**src/design/bir_pkg.sv**
```systemverilog
// ----------------------------------------------------------------------------
// bir_pkg
// Shared types and constants of the bicubic image resizer.
// ----------------------------------------------------------------------------
package bir_pkg;

  // default pixel store geometry
  localparam int unsigned DEFAULT_MAX_SRC_W = 256;
  localparam int unsigned DEFAULT_MAX_SRC_H = 256;

  // unsigned Q.16 ratio width: a 9-bit size shifted by 16
  localparam int unsigned RATIO_W = 25;

  // configuration register indexes
  typedef enum logic [1:0] {
    CFG_SRC_W = 2'd0,
    CFG_SRC_H = 2'd1,
    CFG_TGT_W = 2'd2,
    CFG_TGT_H = 2'd3
  } cfg_idx_e;

  // input word mode
  typedef enum logic {
    MODE_LOAD    = 1'b0,
    MODE_COMPUTE = 1'b1
  } mode_e;

  // back end sequencer states
  typedef enum logic [3:0] {
    ST_IDLE,
    ST_MAP0,
    ST_MAP1,
    ST_MAP2,
    ST_KERN,
    ST_TAPS,
    ST_DIVI,
    ST_DIV,
    ST_DONE
  } back_state_e;

  // effective image sizes
  typedef struct packed {
    logic [8:0]  src_w;
    logic [8:0]  src_h;
    logic [12:0] tgt_w;
    logic [12:0] tgt_h;
  } bir_size_t;

  // word passed from front to back
  typedef struct packed {
    logic        is_load;
    logic [11:0] col;
    logic [11:0] row;
    logic [23:0] pix;
  } bir_word_t;

endpackage

```
**src/design/bir_front.sv**
```systemverilog
// ----------------------------------------------------------------------------
// bir_front
// Accepts input words, drops loads outside the source image, queues the rest.
// ----------------------------------------------------------------------------
module bir_front
  import bir_pkg::*;
(
  input  logic        in_valid_i,
  output logic        in_ready_o,
  input  logic        mode_i,
  input  logic [11:0] col_i,
  input  logic [11:0] row_i,
  input  logic [7:0]  blue_in_i,
  input  logic [7:0]  green_in_i,
  input  logic [7:0]  red_in_i,
  input  bir_size_t   size_i,
  output logic        push_valid_o,
  input  logic        push_ready_i,
  output bir_word_t   push_word_o
);

  logic is_load;
  logic in_range;
  logic keep;

  // classify the word
  always_comb begin
    is_load  = (mode_i == MODE_LOAD);
    in_range = (col_i < {3'd0, size_i.src_w}) && (row_i < {3'd0, size_i.src_h});
    keep     = !is_load || in_range;
  end

  assign in_ready_o           = push_ready_i;
  assign push_valid_o         = in_valid_i && keep;
  assign push_word_o.is_load  = is_load;
  assign push_word_o.col      = col_i;
  assign push_word_o.row      = row_i;
  assign push_word_o.pix      = {red_in_i, green_in_i, blue_in_i};

endmodule

```
**config.mk**
```make
export PLATFORM = sky130hd
export DESIGN_NAME = bir_front
export DESIGN_NICKNAME = d
export VERILOG_FILES = /design/src/design/bir_pkg.sv /design/src/design/bir_front.sv
export SDC_FILE = /design/constraint.sdc
export NUM_CORES = 1
export LEC_CHECK = 0
export BUFFER_PORTS_ARGS = -buffer_cell sky130_fd_sc_hd__buf_2
export CORE_ASPECT_RATIO = 1.2
export CORE_MARGIN = 5
export CORE_UTILIZATION = 28
export DETAILED_ROUTE_END_ITERATION = 10
export MAX_ROUTING_LAYER = met4
export PLACE_DENSITY = 0.85
export REMOVE_ABC_BUFFERS = 1
export SETUP_SLACK_MARGIN = 0.4
export SYNTH_ARGS = -nofsm -noshare
export SYNTH_HDL_FRONTEND = slang
export SYNTH_SLANG_ARGS = --single-unit
```
**constraint.sdc**
```tcl
create_clock -name vclk -period 2
set_input_delay 0.4 -clock vclk [all_inputs]
set_output_delay 0.4 -clock vclk [all_outputs]
set_load 0.01 [all_outputs]
```
==> impl_metrics.csv <==
group,metric,value,unit
synth,yosysMostFrequentCell,"buf_4",
synth,synthCells,107,
layout,fill_cells,313,
setup_path,critPathTopFamily,"compound AO/OA/AOI/OAI gates",
floorplan,die_h,69.5,microns
placed_design,post-place-cells,162,
placed_design,port_buffers,70,
sta,rsz0062_at_grt,"yes",
setup_path,slowest_stage,"ha_4",
layout,drive_gt1_share,67.2,%
global_routing,grt_max_degree,4,
detailed_routing,wl,2530,microns
detailed_routing,route.vias.total,755,
detailed_routing,route.detailed.drc,0,
layout,multiInputGateArea,472,sq um
setup_path,crit_path_end_kind,"primary output",
setup_path,setup.worst_path.class,"in2out",
floorplan,dieArea,0.00414,sq mm
synth,synth.largest_area_cell,"buf_4",
synth,synth_commonest_cells,"buf_4 (50), inv_1 (18), ha_1 (16)",
global_routing,antenna_found_initial,0,
pwr,ir_drop,0.0000799,V
floorplan,fp.dieW,59.6,microns
detailed_routing,vias_per_cell,4.66,
synth,ys_seq_area_share,0,%
sta,finalMaxSlewViolations,0,
layout,syn_to_final_growth,16.1,%
sta,setup_viol,1,
detailed_routing,ant_nets,0,
sta,worstMarginPinSlew,0.241,ns
synth,ys_types,18,
setup_path,slowest_delay,0.27,ns
floorplan,fp.coreArea,0.00281,sq mm
layout,clock_buffers,0,
global_routing,grt_pass1_vias,757,
detailed_routing,drt-wirelength-per-cell,15.6,microns
layout,fin_util,34.1,%
sta,max_freq,0.491,GHz
placed_design,dp_worst_setup_slack,-0.159,ns
setup_path,cpMostUsedCell,"buf_2",
sta,fin_crit_sh,102,%
placed_design,dp_hpwl,2260,microns
synth,avgSynthCellArea,7.72,sq um
floorplan,rows,21,
detailed_routing,drt-initial-drc-count,5,
layout,stdcell_count,162,
global_routing,track_usage,10.6,%
setup_path,cp_num_buf_inv,3,
synth,yosysWarnings,0,
layout,fin_nets,241,
setup_path,cp_cell_sequence,"buf_2, inv_1, ha_4, nand4b_1, a211oi_2, o311ai_2, a32o_1, buf_2",
global_routing,grt_first_pass_wirelength,3390,microns
worst_hold_path,hp-class,"in2out",
synth,yosysTopAreaCellShare,45.5,%
setup_path,cp_data_required_time,1.60,ns
layout,antenna_cells,0,
flow_run,drv_cap,0,
sta,setup_ws,-0.0386,ns
sta,slew_headroom,83.9,%
synth,synthTopCellsByArea,"buf_4 (45%), ha_1 (24%), inv_1 (8.2%), a211oi_1 (3.6%), nor2_8 (2.4%)",
setup_path,crit_path_max_fanout,2,
sta,period_minus_slack,2.04,ns
floorplan,num_io_pins,146,
pwr,leakage,0.572,nW
layout,nFlopsAndLatches,0,
status,violations,"setup timing",
pwr,p_per_area,199,mW/mm^2
layout,seq_area,0,sq um
clocking,post_cts_buffers,0,
status,status,"complete, but fails checks",
pwr,report.power.total,0.191,mW
setup_path,critPathLaunchType,"primary input",
floorplan,initial_utilization,29.4,%
global_routing,grt_overflow,0,
synth,synth_area,826,sq um
detailed_routing,drt-pass1-iter-count,4,
sta,hold_viol_final,0,
placed_design,place.gp.congestion,0.693,
setup_path,crit_arrival,1.64,ns
==> worst paths after layout <==
check / from / endpoint / slack, ns / cells after the start
worst min-delay path: push_ready_i / in_ready_o / 0.80 / 0
worst max-delay path: size_i[41] / push_valid_o / -0.04 / 8
==> power breakdown <==
part / switching, mW / internal, mW
clock: 0 / 0
combinational: 0.0911 / 0.0997
sequential: 0 / 0
total: 0.0911 / 0.0997
==> final cells by class <==
type,instances,area share [%]
Inverter,18,7.31
Multi-Input combinational cell,39,49.2
Tap cell,34,4.44
Timing Repair Buffer,71,39.0
==> through the flow <==
stage	setup TNS, ns	hold WS, ns	cell area (sq um)
2_1_floorplan	0	0.800	450
3_3_place_gp	-0.146	0.800	851
3_5_place_dp	-0.159	0.800	851
4_1_cts	-0.110	0.800	890
5_1_grt	-0.0868	0.800	958
6_report	-0.0386	0.800	958
==> per-layer routing <==
layer  vias to the layer above  share of wire (%)  track usage [%]
li1                        349                  -                -
met1                       324                 42             12.9
met2                        82                 41             16.2
met3                         0                 17             6.33
met4                         0                  0                0
met5                         -                  0                -
==> cells by family (layout without fill, tap and decap cells) <==
| kind of cell | count (synthesis) | count (layout) | share of synthesized area, % |
|---|---|---|---|
| buffers and inverters | 68 | 89 | 53.6 |
| adders and majority gates | 16 | 16 | 24.2 |
| AOI/OAI and AO/OA | 14 | 14 | 13.2 |
| and+or+nand+nor | 9 | 9 | 8.94 |
==> placed cells by master, fill, tap and decap left out <==
cell type,synthesis,final
inv_2,0,1
inv_1,18,16
a21o_1,2,2
buf_2,0,68
o21bai_1,1,1
ha_1,16,11
o21ai_1,0,1
o21ai_2,0,1
a221oi_2,1,1
nor2_8,1,1
o311ai_2,0,1
nor4_2,1,1
and3_1,1,1
inv_4,0,1
nor2_1,2,2
o211ai_1,1,1
ha_4,0,5
buf_6,0,1
o21ai_0,3,1
a211oi_1,4,1
buf_8,0,1
a32o_1,1,1
buf_4,50,1
a211oi_2,0,3
nand4_1,2,2
nand4b_1,1,1
nand2b_1,1,1
==> timing repair <==
action	CTS	global route
pin swaps	5	8
endpoints found under the hold margin	0	0
resized for setup	7	13
endpoints found under the setup margin	1	1
hold buffers	0	0
No activity file was read; power rests on OpenSTA's default activity.
