File: src/design/bir_pkg.sv
// ----------------------------------------------------------------------------
// bir_pkg
// Shared types and constants of the bicubic image resizer.
// ----------------------------------------------------------------------------
package bir_pkg;

  // default pixel store geometry
  localparam int unsigned DEFAULT_MAX_SRC_W = 256;
  localparam int unsigned DEFAULT_MAX_SRC_H = 256;

  // unsigned Q.16 ratio width: a 9-bit size shifted by 16
  localparam int unsigned RATIO_W = 25;

  // configuration register indexes
  typedef enum logic [1:0] {
    CFG_SRC_W = 2'd0,
    CFG_SRC_H = 2'd1,
    CFG_TGT_W = 2'd2,
    CFG_TGT_H = 2'd3
  } cfg_idx_e;

  // input word mode
  typedef enum logic {
    MODE_LOAD    = 1'b0,
    MODE_COMPUTE = 1'b1
  } mode_e;

  // back end sequencer states
  typedef enum logic [3:0] {
    ST_IDLE,
    ST_MAP0,
    ST_MAP1,
    ST_MAP2,
    ST_KERN,
    ST_TAPS,
    ST_DIVI,
    ST_DIV,
    ST_DONE
  } back_state_e;

  // effective image sizes
  typedef struct packed {
    logic [8:0]  src_w;
    logic [8:0]  src_h;
    logic [12:0] tgt_w;
    logic [12:0] tgt_h;
  } bir_size_t;

  // word passed from front to back
  typedef struct packed {
    logic        is_load;
    logic [11:0] col;
    logic [11:0] row;
    logic [23:0] pix;
  } bir_word_t;

endpackage

File: src/design/bir_ratio.sv
// ----------------------------------------------------------------------------
// bir_ratio
// Restoring dividers for the horizontal and vertical scale ratios.
// ----------------------------------------------------------------------------
module bir_ratio
  import bir_pkg::*;
(
  input  logic               clk_i,
  input  logic               rst_ni,
  input  logic               cfg_wr_i,
  input  bir_size_t          size_i,
  output logic [RATIO_W-1:0] ratio_x_o,
  output logic [RATIO_W-1:0] ratio_y_o,
  output logic               ready_o
);

  logic [RATIO_W-1:0] num_q [2], num_d [2];
  logic [12:0]        den_q [2], den_d [2];
  logic [12:0]        rem_q [2], rem_d [2];
  logic [RATIO_W-1:0] quo_q [2], quo_d [2];
  logic [4:0]         cnt_q, cnt_d;
  logic               busy_q, busy_d;
  logic               pend_q, pend_d;
  logic               start;
  logic [13:0]        trial;

  assign start     = pend_q && !busy_q;
  assign ready_o   = !pend_q && !busy_q;
  assign ratio_x_o = quo_q[0];
  assign ratio_y_o = quo_q[1];

  // one quotient bit per cycle in each lane
  always_comb begin
    pend_d = cfg_wr_i || (pend_q && !start);
    busy_d = busy_q;
    cnt_d  = cnt_q;
    trial  = '0;
    for (int i = 0; i < 2; i++) begin
      num_d[i] = num_q[i];
      den_d[i] = den_q[i];
      rem_d[i] = rem_q[i];
      quo_d[i] = quo_q[i];
    end
    if (start) begin
      num_d[0] = {size_i.src_w, 16'd0};
      num_d[1] = {size_i.src_h, 16'd0};
      den_d[0] = size_i.tgt_w;
      den_d[1] = size_i.tgt_h;
      rem_d[0] = '0;
      rem_d[1] = '0;
      busy_d   = 1'b1;
      cnt_d    = '0;
    end else if (busy_q) begin
      for (int i = 0; i < 2; i++) begin
        trial    = {rem_q[i], num_q[i][RATIO_W-1]};
        num_d[i] = {num_q[i][RATIO_W-2:0], 1'b0};
        if (trial >= {1'b0, den_q[i]}) begin
          rem_d[i] = 13'(trial - {1'b0, den_q[i]});
          quo_d[i] = {quo_q[i][RATIO_W-2:0], 1'b1};
        end else begin
          rem_d[i] = trial[12:0];
          quo_d[i] = {quo_q[i][RATIO_W-2:0], 1'b0};
        end
      end
      cnt_d = cnt_q + 5'd1;
      if (cnt_q == 5'(RATIO_W - 1)) begin
        busy_d = 1'b0;
      end
    end
  end

  always_ff @(posedge clk_i or negedge rst_ni) begin
    if (!rst_ni) begin
      busy_q <= 1'b0;
      pend_q <= 1'b1;
      cnt_q  <= '0;
    end else begin
      busy_q <= busy_d;
      pend_q <= pend_d;
      cnt_q  <= cnt_d;
    end
  end

  // divider datapath
  always_ff @(posedge clk_i) begin
    for (int i = 0; i < 2; i++) begin
      num_q[i] <= num_d[i];
      den_q[i] <= den_d[i];
      rem_q[i] <= rem_d[i];
      quo_q[i] <= quo_d[i];
    end
  end

endmodule

File: config.mk
export PLATFORM = sky130hd
export DESIGN_NAME = bir_ratio
export DESIGN_NICKNAME = d
export VERILOG_FILES = /design/src/design/bir_pkg.sv /design/src/design/bir_ratio.sv
export SDC_FILE = /design/constraint.sdc
export NUM_CORES = 1
export LEC_CHECK = 0
export CAP_MARGIN = 30
export CORE_ASPECT_RATIO = 1.4
export CORE_MARGIN = 10
export CORE_UTILIZATION = 45
export CTS_CLUSTER_SIZE = 24
export DETAILED_ROUTE_END_ITERATION = 10
export DONT_BUFFER_PORTS = 1
export PLACE_DENSITY_LB_ADDON = 0.08
export SLEW_MARGIN = 10
export SYNTH_ARGS = -nofsm -noshare
export SYNTH_HDL_FRONTEND = slang
export SYNTH_SLANG_ARGS = --single-unit
File: constraint.sdc
create_clock -name clk_i -period 2.7 [get_ports clk_i]
set_input_delay 0.54 -clock clk_i [delete_from_list [all_inputs] [get_ports clk_i]]
set_output_delay 0.54 -clock clk_i [all_outputs]
set_load 0.1 [all_outputs]
==> results.md <==
- between 90 and 100 I/O pins were placed.
- The most frequent standard cell in the layout excluding fill and tap cells is sky130_fd_sc_hd__edfxtp_1.
- The remaining global-route overflow is 0.
- The total CTS buffers is 17.
- Detailed placement finished with a half-perimeter wire length of a little under 9000 um.
- In the final layout, the multi-input gates occupy 2150 sq um.
- The worst register-to-register path has a depth of 9.
- The region available for standard cell placement spans between 10000 and 15000 sq um.
- Fill cells in the final layout number 1084.
- Yosys printed 0 warnings.
- The die is 116 um wide.
- The flop and latch count out of synthesis is 127.
- The number of antenna violations at the first check in global routing is 0.
- The maximum count of clock buffers along a single path is 2.
- The signal on the critical path passes through inv_1 -> ha_1 -> nand4_2 -> o41ai_2 -> a211oi_2 -> o21a_2 -> buf_4 -> or4_1 -> nand3_1.
- The final hold violation count was 0.
- The count of pins over their slew limit came to 0.
- The floorplan row count is a little under 50.
- Along the worst hold path, the cell count comes to 1.
- From bottom edge to top edge, the die measures between 150 and 200 um.
- The number of global-route vias before repair is between 3000 and 4000.
- Broken down by cell family, the worst path's largest delay share belongs to simple AND/OR/NAND/NOR gates.
- Setup violations remaining at the end of the flow were counted as 0.
- Counting every sink on the clock net gives between 100 and 150.
- The flow ran to the end, and the final reports show no timing, DRC or antenna violations.
- The endpoint identified for the worst register-to-register timing path is rem_q[0][11].
- Clock latency on the worst-skew pair, taken at its later pin, is roughly 0.42 ns.
- At the end of routability-driven placement, the weighted congestion stood at ~0.82.
- The critical path's largest stage delay is 0.52 ns.
- The post-synthesis cell area is 5840 sq um.
- The source of the worst hold timing path is cfg_wr_i.
- The average cell area after synthesis is between 10 and 15 sq um.
- The worst setup path is captured at a flop.
- Of the synthesized area, sequential elements account for around 60%.
- Using the TritonRoute via totals, the vias-per-cell ratio works out to about 5.6.
- The number of distinct library cells after synthesis is just over 60.
- Among all stages on the critical path, the largest delay is contributed by sky130_fd_sc_hd__or4_1.
- The upper clock frequency limit is slightly below 0.4 GHz.
- The slack of the worst reg-to-reg path is approximately 0.18 ns.
- The cell taking the most area after synthesis is sky130_fd_sc_hd__edfxtp_1.
- At the pin with the least slew margin, the transition time is 0.976 ns.
- The highest net fanout along the worst path is 10.
- For this block, the via count after detailed routing is 3657.
- The routed metal-1 wire length is ~4800 um.
- The final layout contains routed wiring with a total length of between 10000 and 15000 um.
- The clock transition at the registers of the reported paths is around 0.06 ns.
- At the worst endpoint, the required time is ~3 ns.
- The net count of the mapped netlist is roughly 540.
- After detailed routing, the number of remaining DRC violations is 0.
- The average wire length per cell after detail routing is between 15 and 20 um.
- In the layout the commonest cells are sky130_fd_sc_hd__edfxtp_1 (94), sky130_fd_sc_hd__inv_1 (37), sky130_fd_sc_hd__nand2_1 (33).
- Sorting the synthesized cells by area gives the leading types as sky130_fd_sc_hd__edfxtp_1 (48%), sky130_fd_sc_hd__dfxtp_1 (8.9%), sky130_fd_sc_hd__ha_1 (6.0%).
- The total negative setup slack is 0 ns.
- The post-detailed-route count of antenna-violating nets is 0.
- The global router's overall resource usage is 13.7%.
- The data arrival time of the critical path is 2.87 ns.
- The number of H-tree levels is 4.
- The number of max-cap violations is 0.
- The endpoint of the worst hold path is pend_q.
- The post-route netlist has ~18% of its cells at a drive strength greater than 1.
- The number of flops mapped to enable cells by yosys is between 90 and 100.
- The number of antenna repair diodes is 0.
- The routed design uses between 6000 and 7000 um of met2 wire.
- Counting flops with an async set or reset pin after synthesis yields a share of between 5 and 6%.
- The uppermost signal routing layer after detailed routing is met4.
- The critical path start-end classification is reg2reg.
- The worst pin sits at a relative slew slack of roughly a third.
- The startpoint identified for the worst register-to-register timing path is den_q[0][9].
- The quantity of I/O buffers inserted on ports is 0.
- The fraction of synthesized cell area taken by the top area cell type is 48.3%.
- The wire length of the first global-routing pass is around 19000 um.
- Detailed routing placed a total of between 600 and 700 um of wire on met3.
- Entering global routing, the biggest net connects slightly below 60 pins.
- The effective utilization at floorplan is between 40% and 50%.
- For the final database, setup skew stands at ~0.0095 ns.
- Synthesis produced ~460 cells.
- The type of origin of the critical path is a flop.
- At the end of the flow, the number of nets in the layout was 560.
- The flip-flop and latch area is about 3500 sq um.
- Setup repair after global routing left no endpoint under its margin.
- For this run, the detailed router's first-pass iteration total came to 4.
- The worst hold path belongs to the class in2reg.
- The share of the clock period used by the worst path is between 90% and 100%.
- The die covers between 15000 and 20000 sq um.
- The number of DRC markers after the initial detailed-route iteration is about 190.
- The cell at the root of the clock tree is sky130_fd_sc_hd__clkbuf_16.
- The shortest period the worst path allows is ~2.5 ns.
- The dominant synthesized flop cell is sky130_fd_sc_hd__edfxtp_1.
- TritonCTS built the clock tree.
- The layout-stage area growth over the synthesis result is 14.9%.
- The critical path buffer and inverter count is 2.
logic make-up after synthesis:
| group | Yosys count | synth area share (%) |
|---|---|---|
| compound gates | 112 | 13.6 |
| xor+xnor | 19 | 2.85 |
| mux | 24 | 4.59 |
| simple gates | 96 | 8.36 |
| fa+ha+maj | 30 | 6.69 |
| flops | 127 | 60.3 |
| buf+inv | 54 | 3.64 |
Yosys cell counts (2+ instances only):
master,instances
sky130_fd_sc_hd__nand3b_1,3
sky130_fd_sc_hd__nor3b_1,3
sky130_fd_sc_hd__clkbuf_1,12
sky130_fd_sc_hd__or3_1,2
sky130_fd_sc_hd__a31o_2,2
sky130_fd_sc_hd__xor2_1,5
sky130_fd_sc_hd__a21o_1,7
sky130_fd_sc_hd__mux2i_1,2
sky130_fd_sc_hd__nor3_1,11
sky130_fd_sc_hd__a22o_1,10
sky130_fd_sc_hd__buf_2,2
sky130_fd_sc_hd__a21oi_1,20
sky130_fd_sc_hd__and2_1,3
sky130_fd_sc_hd__ha_1,28
sky130_fd_sc_hd__nand2_1,33
sky130_fd_sc_hd__o41ai_1,2
sky130_fd_sc_hd__dfxtp_1,26
sky130_fd_sc_hd__nor2_1,14
sky130_fd_sc_hd__o31ai_1,3
sky130_fd_sc_hd__mux2_2,22
sky130_fd_sc_hd__or4_1,2
sky130_fd_sc_hd__edfxtp_1,94
sky130_fd_sc_hd__o21a_1,3
sky130_fd_sc_hd__nand4_1,3
sky130_fd_sc_hd__dfrtp_1,6
sky130_fd_sc_hd__a311o_1,2
sky130_fd_sc_hd__o211ai_1,22
sky130_fd_sc_hd__a211oi_1,4
sky130_fd_sc_hd__nor2b_1,2
sky130_fd_sc_hd__inv_1,37
sky130_fd_sc_hd__or2_2,2
sky130_fd_sc_hd__o21ai_0,15
sky130_fd_sc_hd__a32oi_1,4
sky130_fd_sc_hd__nand3_1,9
sky130_fd_sc_hd__nand2b_1,3
sky130_fd_sc_hd__xnor2_1,14
sky130_fd_sc_hd__a31oi_1,5
sky130_fd_sc_hd__fa_1,2
cell type report:
| class | count | area share, % |
|---|---|---|
| Clock buffer | 17 | 6.34 |
| Sequential cell | 127 | 52.5 |
| Clock inverter | 15 | 2.01 |
| Inverter | 38 | 2.13 |
| Tap cell | 153 | 2.85 |
| Multi-Input combinational cell | 281 | 32.1 |
| Timing Repair Buffer | 18 | 2.05 |
layer usage:
layer  vias up  track usage, %
li1       1783               -
met1      1778            14.5
met2        79            23.8
met3        17            4.37
met4         0            6.28
met5         -               0
registers in the layout, summed over array words and instances (netlist names):
signal	flops
den_q	26
cnt_q	5
busy_q	1
rem_q	26
num_q	18
pend_q	1
quo_q	50
through the flow:
step	instances	instance area, sq um	hold WS, ns	utilization [%]	setup WS (ns)
2_1_floorplan	462	5840	0.244	-	0.121
3_3_place_gp	615	6100	0.245	47.6	0.127
3_5_place_dp	615	6100	0.245	47.6	0.0531
4_1_cts	648	6670	0.196	52.1	0.0400
5_1_grt	649	6710	0.194	52.3	0.0223
6_report	649	6710	0.215	52.3	0.182
worst max path at each step:
| stage | startpoint | end | slack (ns) | cells after the start |
|---|---|---|---|---|
| final | den_q[0][9] | rem_q[0][11] | 0.18 | 9 |
| after global routing | num_q[0][24] | rem_q[0][8] | 0.02 | 11 |
| after global placement | num_q[0][49] | rem_q[0][14] | 0.13 | 10 |
| after CTS | num_q[0][49] | rem_q[0][14] | 0.04 | 10 |
| after floorplan | num_q[0][49] | rem_q[0][25] | 0.12 | 11 |
| after detailed placement | num_q[0][49] | rem_q[0][14] | 0.05 | 10 |
timing repair:
item | in CTS | in global routing
gates resized for setup | 0 | 9
setup endpoints to repair | 0 | 27
hold endpoints to repair | 7 | 0
setup buffers | 0 | 1
hold buffers | 1 | 0
Power is not shown: default switching activity piles up to over one toggle a cycle in this logic, so the estimate is an artifact.
