`src/design/bir_pkg.sv`:
```
// ----------------------------------------------------------------------------
// bir_pkg
// Shared types and constants of the bicubic image resizer.
// ----------------------------------------------------------------------------
package bir_pkg;

  // default pixel store geometry
  localparam int unsigned DEFAULT_MAX_SRC_W = 256;
  localparam int unsigned DEFAULT_MAX_SRC_H = 256;

  // unsigned Q.16 ratio width: a 9-bit size shifted by 16
  localparam int unsigned RATIO_W = 25;

  // configuration register indexes
  typedef enum logic [1:0] {
    CFG_SRC_W = 2'd0,
    CFG_SRC_H = 2'd1,
    CFG_TGT_W = 2'd2,
    CFG_TGT_H = 2'd3
  } cfg_idx_e;

  // input word mode
  typedef enum logic {
    MODE_LOAD    = 1'b0,
    MODE_COMPUTE = 1'b1
  } mode_e;

  // back end sequencer states
  typedef enum logic [3:0] {
    ST_IDLE,
    ST_MAP0,
    ST_MAP1,
    ST_MAP2,
    ST_KERN,
    ST_TAPS,
    ST_DIVI,
    ST_DIV,
    ST_DONE
  } back_state_e;

  // effective image sizes
  typedef struct packed {
    logic [8:0]  src_w;
    logic [8:0]  src_h;
    logic [12:0] tgt_w;
    logic [12:0] tgt_h;
  } bir_size_t;

  // word passed from front to back
  typedef struct packed {
    logic        is_load;
    logic [11:0] col;
    logic [11:0] row;
    logic [23:0] pix;
  } bir_word_t;

endpackage

```
`src/design/bir_queue.sv`:
```
// ----------------------------------------------------------------------------
// bir_queue
// Two-entry queue decoupling the front end from the back end.
// ----------------------------------------------------------------------------
module bir_queue
  import bir_pkg::*;
(
  input  logic      clk_i,
  input  logic      rst_ni,
  input  logic      push_valid_i,
  output logic      push_ready_o,
  input  bir_word_t push_word_i,
  output logic      pop_valid_o,
  input  logic      pop_ready_i,
  output bir_word_t pop_word_o
);

  bir_word_t  mem_q [2];
  logic       wr_q, wr_d;
  logic       rd_q, rd_d;
  logic [1:0] count_q, count_d;
  logic       push, pop;

  assign push_ready_o = (count_q != 2'd2);
  assign pop_valid_o  = (count_q != 2'd0);
  assign pop_word_o   = mem_q[rd_q];
  assign push         = push_valid_i && push_ready_o;
  assign pop          = pop_valid_o && pop_ready_i;

  // pointer and fill count update
  always_comb begin
    wr_d    = push ? ~wr_q : wr_q;
    rd_d    = pop ? ~rd_q : rd_q;
    count_d = count_q + {1'b0, push} - {1'b0, pop};
  end

  always_ff @(posedge clk_i or negedge rst_ni) begin
    if (!rst_ni) begin
      wr_q    <= 1'b0;
      rd_q    <= 1'b0;
      count_q <= 2'd0;
    end else begin
      wr_q    <= wr_d;
      rd_q    <= rd_d;
      count_q <= count_d;
    end
  end

  // entry storage
  always_ff @(posedge clk_i) begin
    if (push) begin
      mem_q[wr_q] <= push_word_i;
    end
  end

`ifndef SYNTH
  a_count_max: assert property (@(posedge clk_i) disable iff (!rst_ni)
    count_q != 2'd3)
    else $error("queue fill count out of range");
  a_count_track: assert property (@(posedge clk_i) disable iff (!rst_ni)
    1'b1 |=> count_q == $past(count_q) + {1'b0, $past(push)} - {1'b0, $past(pop)})
    else $error("queue fill count does not track push and pop");
`endif

endmodule

```
`config.mk`:
```
export PLATFORM = sky130hd
export DESIGN_NAME = bir_queue
export DESIGN_NICKNAME = d
export VERILOG_FILES = /design/src/design/bir_pkg.sv /design/src/design/bir_queue.sv
export SDC_FILE = /design/constraint.sdc
export NUM_CORES = 1
export LEC_CHECK = 0
export BUFFER_PORTS_ARGS = -buffer_cell sky130_fd_sc_hd__buf_4
export CORE_MARGIN = 2
export CORE_UTILIZATION = 55
export CTS_CLUSTER_DIAMETER = 40
export DETAILED_ROUTE_END_ITERATION = 8
export GPL_TIMING_DRIVEN = 0
export PLACE_DENSITY = 0.85
export SYNTH_ARGS = -nofsm -noshare
export SYNTH_HDL_FRONTEND = slang
export SYNTH_SLANG_ARGS = --single-unit
export TNS_END_PERCENT = 10
```
`constraint.sdc`:
```
create_clock -name clk_i -period 8.34 [get_ports clk_i]
set_input_delay 1.668 -clock clk_i [delete_from_list [all_inputs] [get_ports clk_i]]
set_output_delay 1.668 -clock clk_i [all_outputs]
set_load 0.02 [all_outputs]
```
==> impl_metrics.env, run 1 <==
export IMPL_status="finished, final reports clean"
export IMPL_cts_hold_buf=0
export IMPL_ant_nets=0
export IMPL_grt_use_total=0.175
export IMPL_grt_setup_unrepaired="false"
export IMPL_cp_end_kind="primary output"
export IMPL_insertion_delay_ns=0.35
export IMPL_clk_path_buf_depth=2
export IMPL_netlist_instances=170
export IMPL_postCtsSetupRepairBufs=0
export IMPL_cts_repair_resized=0
export IMPL_yosysTopAreaCell="edfxtp_1"
export IMPL_synth_edff_count=98
export IMPL_synth_async_reset_ratio=0.0392
export IMPL_drtPass1Iterations=6
export IMPL_holdPathStages=1
export IMPL_tightestPinTransition_ns=0.713
export IMPL_period_share=0.385
export IMPL_setup_viol_count_final=0
export IMPL_cts_tree="done"
export IMPL_startpoint_type="register"
export IMPL_switching_share=0.321
export IMPL_drv_cap=0
export IMPL_fin_crit_ns=3.21
export IMPL_ys_ff_latch=102
export IMPL_cp_max_fo=10
export IMPL_required_ns=6.67
export IMPL_synth_nets=225
export IMPL_grt_pass1_vias=2006
export IMPL_drtIter0Drc=72
export IMPL_ys_top_cells_by_count="edfxtp_1, mux2_2, buf_6"
export IMPL_vias=1915
export IMPL_pwr_share_comb=0.398
export IMPL_slew_viol_final=0
export IMPL_overflow=0
export IMPL_reg2reg_depth=4
export IMPL_antenna_found_initial=0
export IMPL_io_buffers=103
export IMPL_syn_to_final_growth_pct=29.6
export IMPL_power_switching_uw=547
export IMPL_cts_sinks=102
export IMPL_power_internal_mw=1.16
export IMPL_ys_seq_area_frac=0.810
export IMPL_viasPerCell=5.16
export IMPL_synth_area_top_cells="edfxtp_1, mux2_2, dfrtp_1, buf_6, mux2_1"
export IMPL_clkPwrFrac=0.174
export IMPL_seqPwrFrac=0.429
export IMPL_synth_main_ff_cell="edfxtp_1"
export IMPL_netlist_area_um2=3750
export IMPL_dieWidth_um=86.6
export IMPL_power_leakage_nw=1.84
export IMPL_grt_pass1_wl_um=9540
export IMPL_ios=104
export IMPL_yosysWarnings=0
export IMPL_drc=0
export IMPL_final_hold_viol_count=0
export IMPL_fin_worst_skew_ns=0.00800
export IMPL_dp_hpwl_um=4350
export IMPL_routed_wl_um=6350
export IMPL_p_per_area_nw_per_um2=350
export IMPL_tns_ns=0
export IMPL_htreeDepth=3
export IMPL_synth_top_area_frac=0.784
export IMPL_slew_headroom=0.524
export IMPL_dieArea_um2=7500
export IMPL_clk_transition_reported_paths_ns=0.09
export IMPL_path_class="reg -> out"
export IMPL_hold_path_class="reg -> reg"
export IMPL_root_buffer="clkbuf_8"
export IMPL_clock_fmax_mhz=312
export IMPL_worstPathArrival_ns=1.54
export IMPL_finalWeightedCongestion=0.669
export IMPL_cts_buffers=9
export IMPL_die_y_um=86.6
export IMPL_wl_per_cell_um=17.1
export IMPL_avgSynthCellArea_um2=22.1
export IMPL_final_nets=341
export IMPL_synth_most_common_cell="edfxtp_1"
export IMPL_grt_max_degree=37
export IMPL_drive_above_1_share=0.595
export IMPL_hold_slack_ns=0.590
export IMPL_fillers=431
export IMPL_n_antenna_cell=0
export IMPL_ys_types=16
export IMPL_start_util=0.562
export IMPL_coreArea_um2=6680
export IMPL_vdd_ir_drop_max_mv=0.236
export IMPL_num_rows=30
==> worst paths after layout <==
path | startpoint | endpoint | slack [ns]
hold / removal | count_q[0]$_DFF_PN0_ | count_q[0]$_DFF_PN0_ | 0.59
min in group asynchronous | rst_ni | count_q[1]$_DFF_PN0_ | 1.10
setup reg to reg | count_q[0]$_DFF_PN0_ | mem_q[0][47]$_DFFE_PP_ | 6.46
hold reg to reg | count_q[0]$_DFF_PN0_ | count_q[0]$_DFF_PN0_ | 0.59
max in group asynchronous | rst_ni | count_q[0]$_DFF_PN0_ | 7.14
setup / recovery | rd_q$_DFFE_PN0P_ | pop_word_o[41] | 5.13
==> cell families (layout without fill, tap and decap cells) <==
logic type,Yosys count,count (layout),synth area share
flip-flops,102,102,0.810
multiplexers,49,49,0.147
buffers and inverters,7,128,0.0173
AND/OR/NAND/NOR,6,6,0.00933
XOR/XNOR,4,4,0.00933
adder cells (fa/ha/maj),2,2,0.00666
==> state kept, by name, indices dropped and copies added, names as in the netlist <==
register and flops:
rd_q 1, wr_q 1, count_q 2, mem_q 98
==> per-stage QoR <==
stage	utilization	worst slack [ns]	power (mW)	cells	area, µm²
after floorplan	-	4.06	1.16	170	3750
after global placement	0.693	2.89	1.40	353	4630
after detailed placement	0.700	5.24	1.43	355	4680
after CTS	0.728	5.09	1.73	371	4870
after global routing	0.728	5.04	1.78	371	4870
final	0.728	5.13	1.70	371	4870
==> layout make-up <==
cell class	count	area, µm²	share of cell area
sequential	102	3040	0.625
timing repair buffer	105	813	0.167
inverter	1	3.75	0.000771
clock inverter	6	62.6	0.0129
buffer	6	61.3	0.0126
clock buffer	10	128	0.0262
tap	80	100	0.0206
multi-input combinational	61	656	0.135
==> critical path, stage by stage (launching register included) <==
cell     delay (ns)
dfrtp_1        0.32
buf_2          0.18
buf_6          0.18
mux2_2         0.35
buf_4          0.16
==> cell usage in the layout (no fill, tap or decap) <==
cell,instances
mux2_2,45
mux2_1,4
and2_4,1
xnor2_1,3
and3_2,1
clkinv_2,1
buf_6,5
ha_1,2
clkinv_1,1
edfxtp_1,98
clkbuf_1,1
buf_12,2
bufinv_16,1
nor2_4,1
buf_2,1
clkinvlp_4,2
dfrtp_1,4
nand2_1,1
or2_1,1
nand2b_1,1
buf_4,103
xor2_1,1
clkinv_4,1
inv_1,1
clkbuf_8,9
==> power groups by stage <==
stage	clock network (mW)	registers, mW	logic [mW]
finish	0.296	0.730	0.677
global route	0.325	0.742	0.716
CTS	0.305	0.731	0.689
detailed placement	0	0.742	0.684
global placement	0	0.744	0.655
floorplan	0	0.737	0.421
==> per-layer routing <==
layer / global-route usage / routed length (µm)
met1: 0.193 / 2380
met4: 0.0597 / 72
met5: 0 / 0
met2: 0.310 / 3500
met3: 0.0686 / 406
No activity file was read; power rests on OpenSTA's default activity.
==> run 2: changes to the inputs <==
Settings changed: CORE_UTILIZATION 55 to 46, PLACE_DENSITY 0.85 to 0.76.
Clock period 8.34 ns to 2.6 ns, I/O delays scaled along.
==> impl_metrics.env, run 2 (synthesis gave the netlist of run 1 again) <==
export IMPL_reg2reg_depth=4
export IMPL_grt_pass1_vias=1931
export IMPL_r2r_start="count_q[1]$_DFF_PN0_"
export IMPL_tns_ns=0
export IMPL_reg_top3="mem_q (98), count_q (2)"
export IMPL_syn_to_final_growth_pct=30.6
export IMPL_setup_viol_count_final=0
export IMPL_worstPathArrival_ns=1.55
export IMPL_fin_ws_ns=0.534
export IMPL_grt_max_degree=32
export IMPL_grt_setup_unrepaired="false"
export IMPL_slew_headroom=0.563
export IMPL_routed_wl_um=6060
export IMPL_htreeDepth=3
export IMPL_vdd_ir_drop_max_mv=0.815
export IMPL_cpPeakStageDelay_ns=0.35
export IMPL_hold_slack_ns=0.347
export IMPL_max_flop_register="mem_q"
export IMPL_ios=104
export IMPL_drtIter0Drc=85
export IMPL_maxUsedRoutingLayer="met4"
export IMPL_io_buffers=103
export IMPL_postCtsSetupRepairBufs=0
export IMPL_cts_hold_buf=1
export IMPL_fin_worst_skew_ns=0.00629
export IMPL_drc=0
export IMPL_start_util=0.481
export IMPL_vias=1895
export IMPL_viasPerCell=4.81
export IMPL_clk_path_buf_depth=2
export IMPL_required_ns=2.08
export IMPL_antenna_found_initial=0
export IMPL_grt_use_total=0.142
export IMPL_startpoint_type="register"
export IMPL_hold_path_class="in -> reg"
export IMPL_num_rows=32
export IMPL_layout_common_cells="buf_4, edfxtp_1, mux2_2"
export IMPL_drv_cap=0
export IMPL_final_nets=342
export IMPL_grt_pass1_wl_um=9300
export IMPL_fin_crit_ns=2.07
export IMPL_overflow=0
export IMPL_root_buffer="clkbuf_8"
export IMPL_cts_sinks=102
export IMPL_n_antenna_cell=0
export IMPL_drtPass1Iterations=4
export IMPL_dp_hpwl_um=4120
export IMPL_die_y_um=94.3
export IMPL_largest_reg_flops=98
export IMPL_clk_transition_reported_paths_ns=0.09
export IMPL_cts_repair_resized=0
export IMPL_r2r_slack_ns=0.78
export IMPL_pre_cts_ws_ns=0.687
export IMPL_final_hold_viol_count=0
export IMPL_regToRegEndpoint="mem_q[0][23]$_DFFE_PP_"
export IMPL_power_leakage_nw=1.84
export IMPL_insertion_delay_ns=0.35
export IMPL_cp_max_fo=10
export IMPL_wl_per_cell_um=15.4
export IMPL_p_per_area_nw_per_um2=1100
export IMPL_tightestPinTransition_ns=0.655
export IMPL_period_share=0.795
export IMPL_wl_met3_um=355
export IMPL_holdCritStartpoint="push_word_i[14]"
export IMPL_dieWidth_um=94.3
export IMPL_cts_tree="done"
export IMPL_wl_met1_um=2420
export IMPL_coreArea_um2=7810
export IMPL_holdPathStages=1
export IMPL_dieArea_um2=8900
export IMPL_route_met2_wl_um=3160
export IMPL_path_class="reg -> out"
export IMPL_drive_above_1_share=0.592
export IMPL_finalWeightedCongestion=0.654
export IMPL_cp_end_kind="primary output"
export IMPL_cts_buffers=9
export IMPL_clock_fmax_mhz=484
export IMPL_status="finished, final reports clean"
export IMPL_hold_end="mem_q[0][14]$_DFFE_PP_"
export IMPL_ant_nets=0
export IMPL_post_place_cells=377
export IMPL_cp_slowest_cell="mux2_2"
export IMPL_instances_no_fill=394
export IMPL_slew_viol_final=0
export IMPL_cp_cell_sequence="buf_2 > buf_6 > mux2_2 > buf_4"
export IMPL_final_common_cell="buf_4"
==> run 2: power by group <==
group / total (mW) / switching [mW] / leakage (nW) / internal [mW]
sequential: 2.33 / 0.0858 / 0.957 / 2.24
combinational: 2.14 / 1.13 / 0.793 / 1.01
clock: 0.945 / 0.503 / 0.0899 / 0.442
==> run 2: how the worst max path moves through the flow <==
stage | end | slack, ns | from | cells after the start
after floorplan | mem_q[0][0]$_DFFE_PP_ | 0.14 | count_q[1]$_DFF_PN0_ | 3
after global placement | mem_q[0][30]$_DFFE_PP_ | -0.54 | push_valid_i | 3
after detailed placement | mem_q[0][30]$_DFFE_PP_ | 0.69 | push_valid_i | 4
after CTS | pop_word_o[21] | 0.49 | rd_q$_DFFE_PN0P_ | 4
after global routing | pop_word_o[13] | 0.44 | rd_q$_DFFE_PN0P_ | 4
final | pop_word_o[23] | 0.53 | rd_q$_DFFE_PN0P_ | 4
==> run 2: layout make-up <==
cell class                 count  area (µm²)
buffer                         6        61.3
sequential                   102        3040
tap                          102         128
clock inverter                 6        62.6
clock buffer                  10         128
fill                         582        2900
timing repair buffer         106         823
inverter                       1        3.75
multi-input combinational     61         656
==> run 2: critical path, delay by kind of cell (launching register included) <==
family,cells,cell delay (ns)
buffers and inverters,3,0.53
multiplexers,1,0.35
flip-flops,1,0.32
==> run 2: metrics by stage <==
| stage | area (µm²) | power [mW] | util |
|---|---|---|---|
| after floorplan | 3760 | 3.71 | - |
| after global placement | 4660 | 4.50 | 0.597 |
| after detailed placement | 4700 | 4.56 | 0.603 |
| after CTS | 4900 | 5.50 | 0.628 |
| after global routing | 4900 | 5.69 | 0.628 |
| final | 4900 | 5.42 | 0.628 |
==> run 2: routing by layer <==
| layer | GRT usage | up-vias |
|---|---|---|
| li1 | - | 896 |
| met1 | 0.167 | 922 |
| met2 | 0.246 | 67 |
| met3 | 0.0335 | 10 |
| met4 | 0.0688 | 0 |
| met5 | 0 | - |
==> run 3: changes to the inputs <==
Settings changed: CORE_UTILIZATION 46 to 51, PLACE_DENSITY 0.76 to 0.8.
Clock period 2.6 ns to 2.1 ns, I/O delays scaled along.
==> impl_metrics.env, run 3 (synthesis gave the netlist of run 1 again) <==
export IMPL_start_util=0.523
export IMPL_n_antenna_cell=0
export IMPL_fin_worst_skew_ns=0.0101
export IMPL_power_leakage_nw=1.85
export IMPL_max_flop_register="mem_q"
export IMPL_vdd_ir_drop_max_mv=0.946
export IMPL_ios=104
export IMPL_clock_fmax_mhz=509
export IMPL_syn_to_final_growth_pct=30.9
export IMPL_post_place_cells=374
export IMPL_tightestPinTransition_ns=0.613
export IMPL_cp_end_kind="primary output"
export IMPL_die_y_um=89.8
export IMPL_fin_crit_ns=1.97
export IMPL_htreeDepth=3
export IMPL_postCtsSetupRepairBufs=0
export IMPL_drtIter0Drc=63
export IMPL_final_common_cell="buf_4"
export IMPL_path_class="reg -> out"
export IMPL_dp_hpwl_um=4420
export IMPL_ff_latch_area_um2=3040
export IMPL_grt_pass1_wl_um=9890
export IMPL_p_per_area_nw_per_um2=1380
export IMPL_fillers=473
export IMPL_cpPeakStageDelay_ns=0.36
export IMPL_root_buffer="clkbuf_8"
export IMPL_design_area_um2=4910
export IMPL_multi_input_area_um2=656
export IMPL_instances_no_fill=391
export IMPL_cp_cell_sequence="buf_2 > buf_6 > mux2_2 > buf_4"
export IMPL_tns_ns=0
export IMPL_io_buffers=103
export IMPL_final_nets=342
export IMPL_layout_common_cells="buf_4, edfxtp_1, mux2_2"
export IMPL_place_area_um2=4700
export IMPL_overflow=0
export IMPL_worstPathArrival_ns=1.55
export IMPL_grt_pass1_vias=2039
export IMPL_setup_viol_count_final=0
export IMPL_coreArea_um2=7180
export IMPL_drv_cap=0
export IMPL_startpoint_type="register"
export IMPL_dieArea_um2=8060
export IMPL_grt_max_degree=32
export IMPL_insertion_delay_ns=0.35
export IMPL_cp_slowest_cell="mux2_2"
export IMPL_clk_transition_reported_paths_ns=0.10
export IMPL_required_ns=1.68
export IMPL_routed_wl_um=6330
export IMPL_dieWidth_um=89.8
export IMPL_ant_nets=0
export IMPL_cts_sinks=102
export IMPL_grt_use_total=0.162
export IMPL_status="finished, final reports clean"
export IMPL_hold_path_class="in -> reg"
export IMPL_drive_above_1_share=0.596
export IMPL_cts_repair_resized=0
export IMPL_period_share=0.936
export IMPL_drtPass1Iterations=4
export IMPL_slew_headroom=0.590
export IMPL_cp_max_fo=10
export IMPL_grt_setup_unrepaired="false"
export IMPL_fin_ws_ns=0.134
export IMPL_reg_top3="mem_q (98), count_q (2)"
export IMPL_finalWeightedCongestion=0.660
export IMPL_num_rows=31
export IMPL_pre_cts_ws_ns=0.269
export IMPL_cts_buffers=9
export IMPL_slew_viol_final=0
export IMPL_viasPerCell=4.93
export IMPL_antenna_found_initial=0
export IMPL_vias=1926
export IMPL_final_core_util=0.685
export IMPL_final_hold_viol_count=0
export IMPL_clk_path_buf_depth=2
export IMPL_cts_tree="done"
export IMPL_wl_per_cell_um=16.2
export IMPL_largest_reg_flops=98
export IMPL_drc=0
export IMPL_cts_hold_buf=1
==> run 3: cell count changes in the layout (fill, tap and decap cells not counted), sizes merged <==
cell | previous run | this run
clkbuf | 10 | 9
inv | 1 | 4
clkinvlp | 2 | 0
==> run 3: worst paths after layout <==
path,startpoint,end,slack [ns],cells after the start
max,rd_q$_DFFE_PN0P_,pop_word_o[15],0.13,4
min,push_word_i[24],mem_q[1][24]$_DFFE_PP_,0.25,1
max reg2reg,count_q[0]$_DFF_PN0_,mem_q[0][34]$_DFFE_PP_,0.28,4
min reg2reg,wr_q$_DFFE_PN0N_,wr_q$_DFFE_PN0N_,0.55,1
max in group asynchronous,rst_ni,rd_q$_DFFE_PN0P_,1.60,2
min in group asynchronous,rst_ni,wr_q$_DFFE_PN0N_,0.41,2
==> run 3: where the power goes <==
part	switching [mW]	total, mW	internal, mW
registers	0.113	2.89	2.78
logic	1.42	2.68	1.26
clock network	0.652	1.22	0.568
==> run 3: worst max-delay path: cells and delay by family (launching register included) <==
kind | cells | cell delay [ns]
muxes | 1 | 0.36
buffers and inverters | 3 | 0.53
DFF | 1 | 0.32
==> run 3: stage by stage <==
step	power (mW)	hold WS (ns)
2_1_floorplan	4.59	0.124
3_3_place_gp	5.55	0.219
3_5_place_dp	5.66	0.222
4_1_cts	6.89	0.227
5_1_grt	7.11	0.226
6_report	6.80	0.250
==> run 3: per-layer routing <==
metal / wire, µm / part of all wire / global-route usage / vias to the layer above
met4: 70 / 0.011 / 0.0654 / 0
met1: 2500 / 0.39 / 0.189 / 949
li1: - / - / - / 903
met3: 301 / 0.048 / 0.0360 / 7
met5: 0 / 0 / 0 / -
met2: 3460 / 0.55 / 0.290 / 67
==> run 3: final cells by class <==
cell class / instances / share of cell area
Buffer: 6 / 0.0125
Multi-Input combinational cell: 61 / 0.133
Clock inverter: 7 / 0.0163
Inverter: 1 / 0.000764
Sequential cell: 102 / 0.619
Tap cell: 99 / 0.0252
Clock buffer: 9 / 0.0252
Timing Repair Buffer: 106 / 0.168
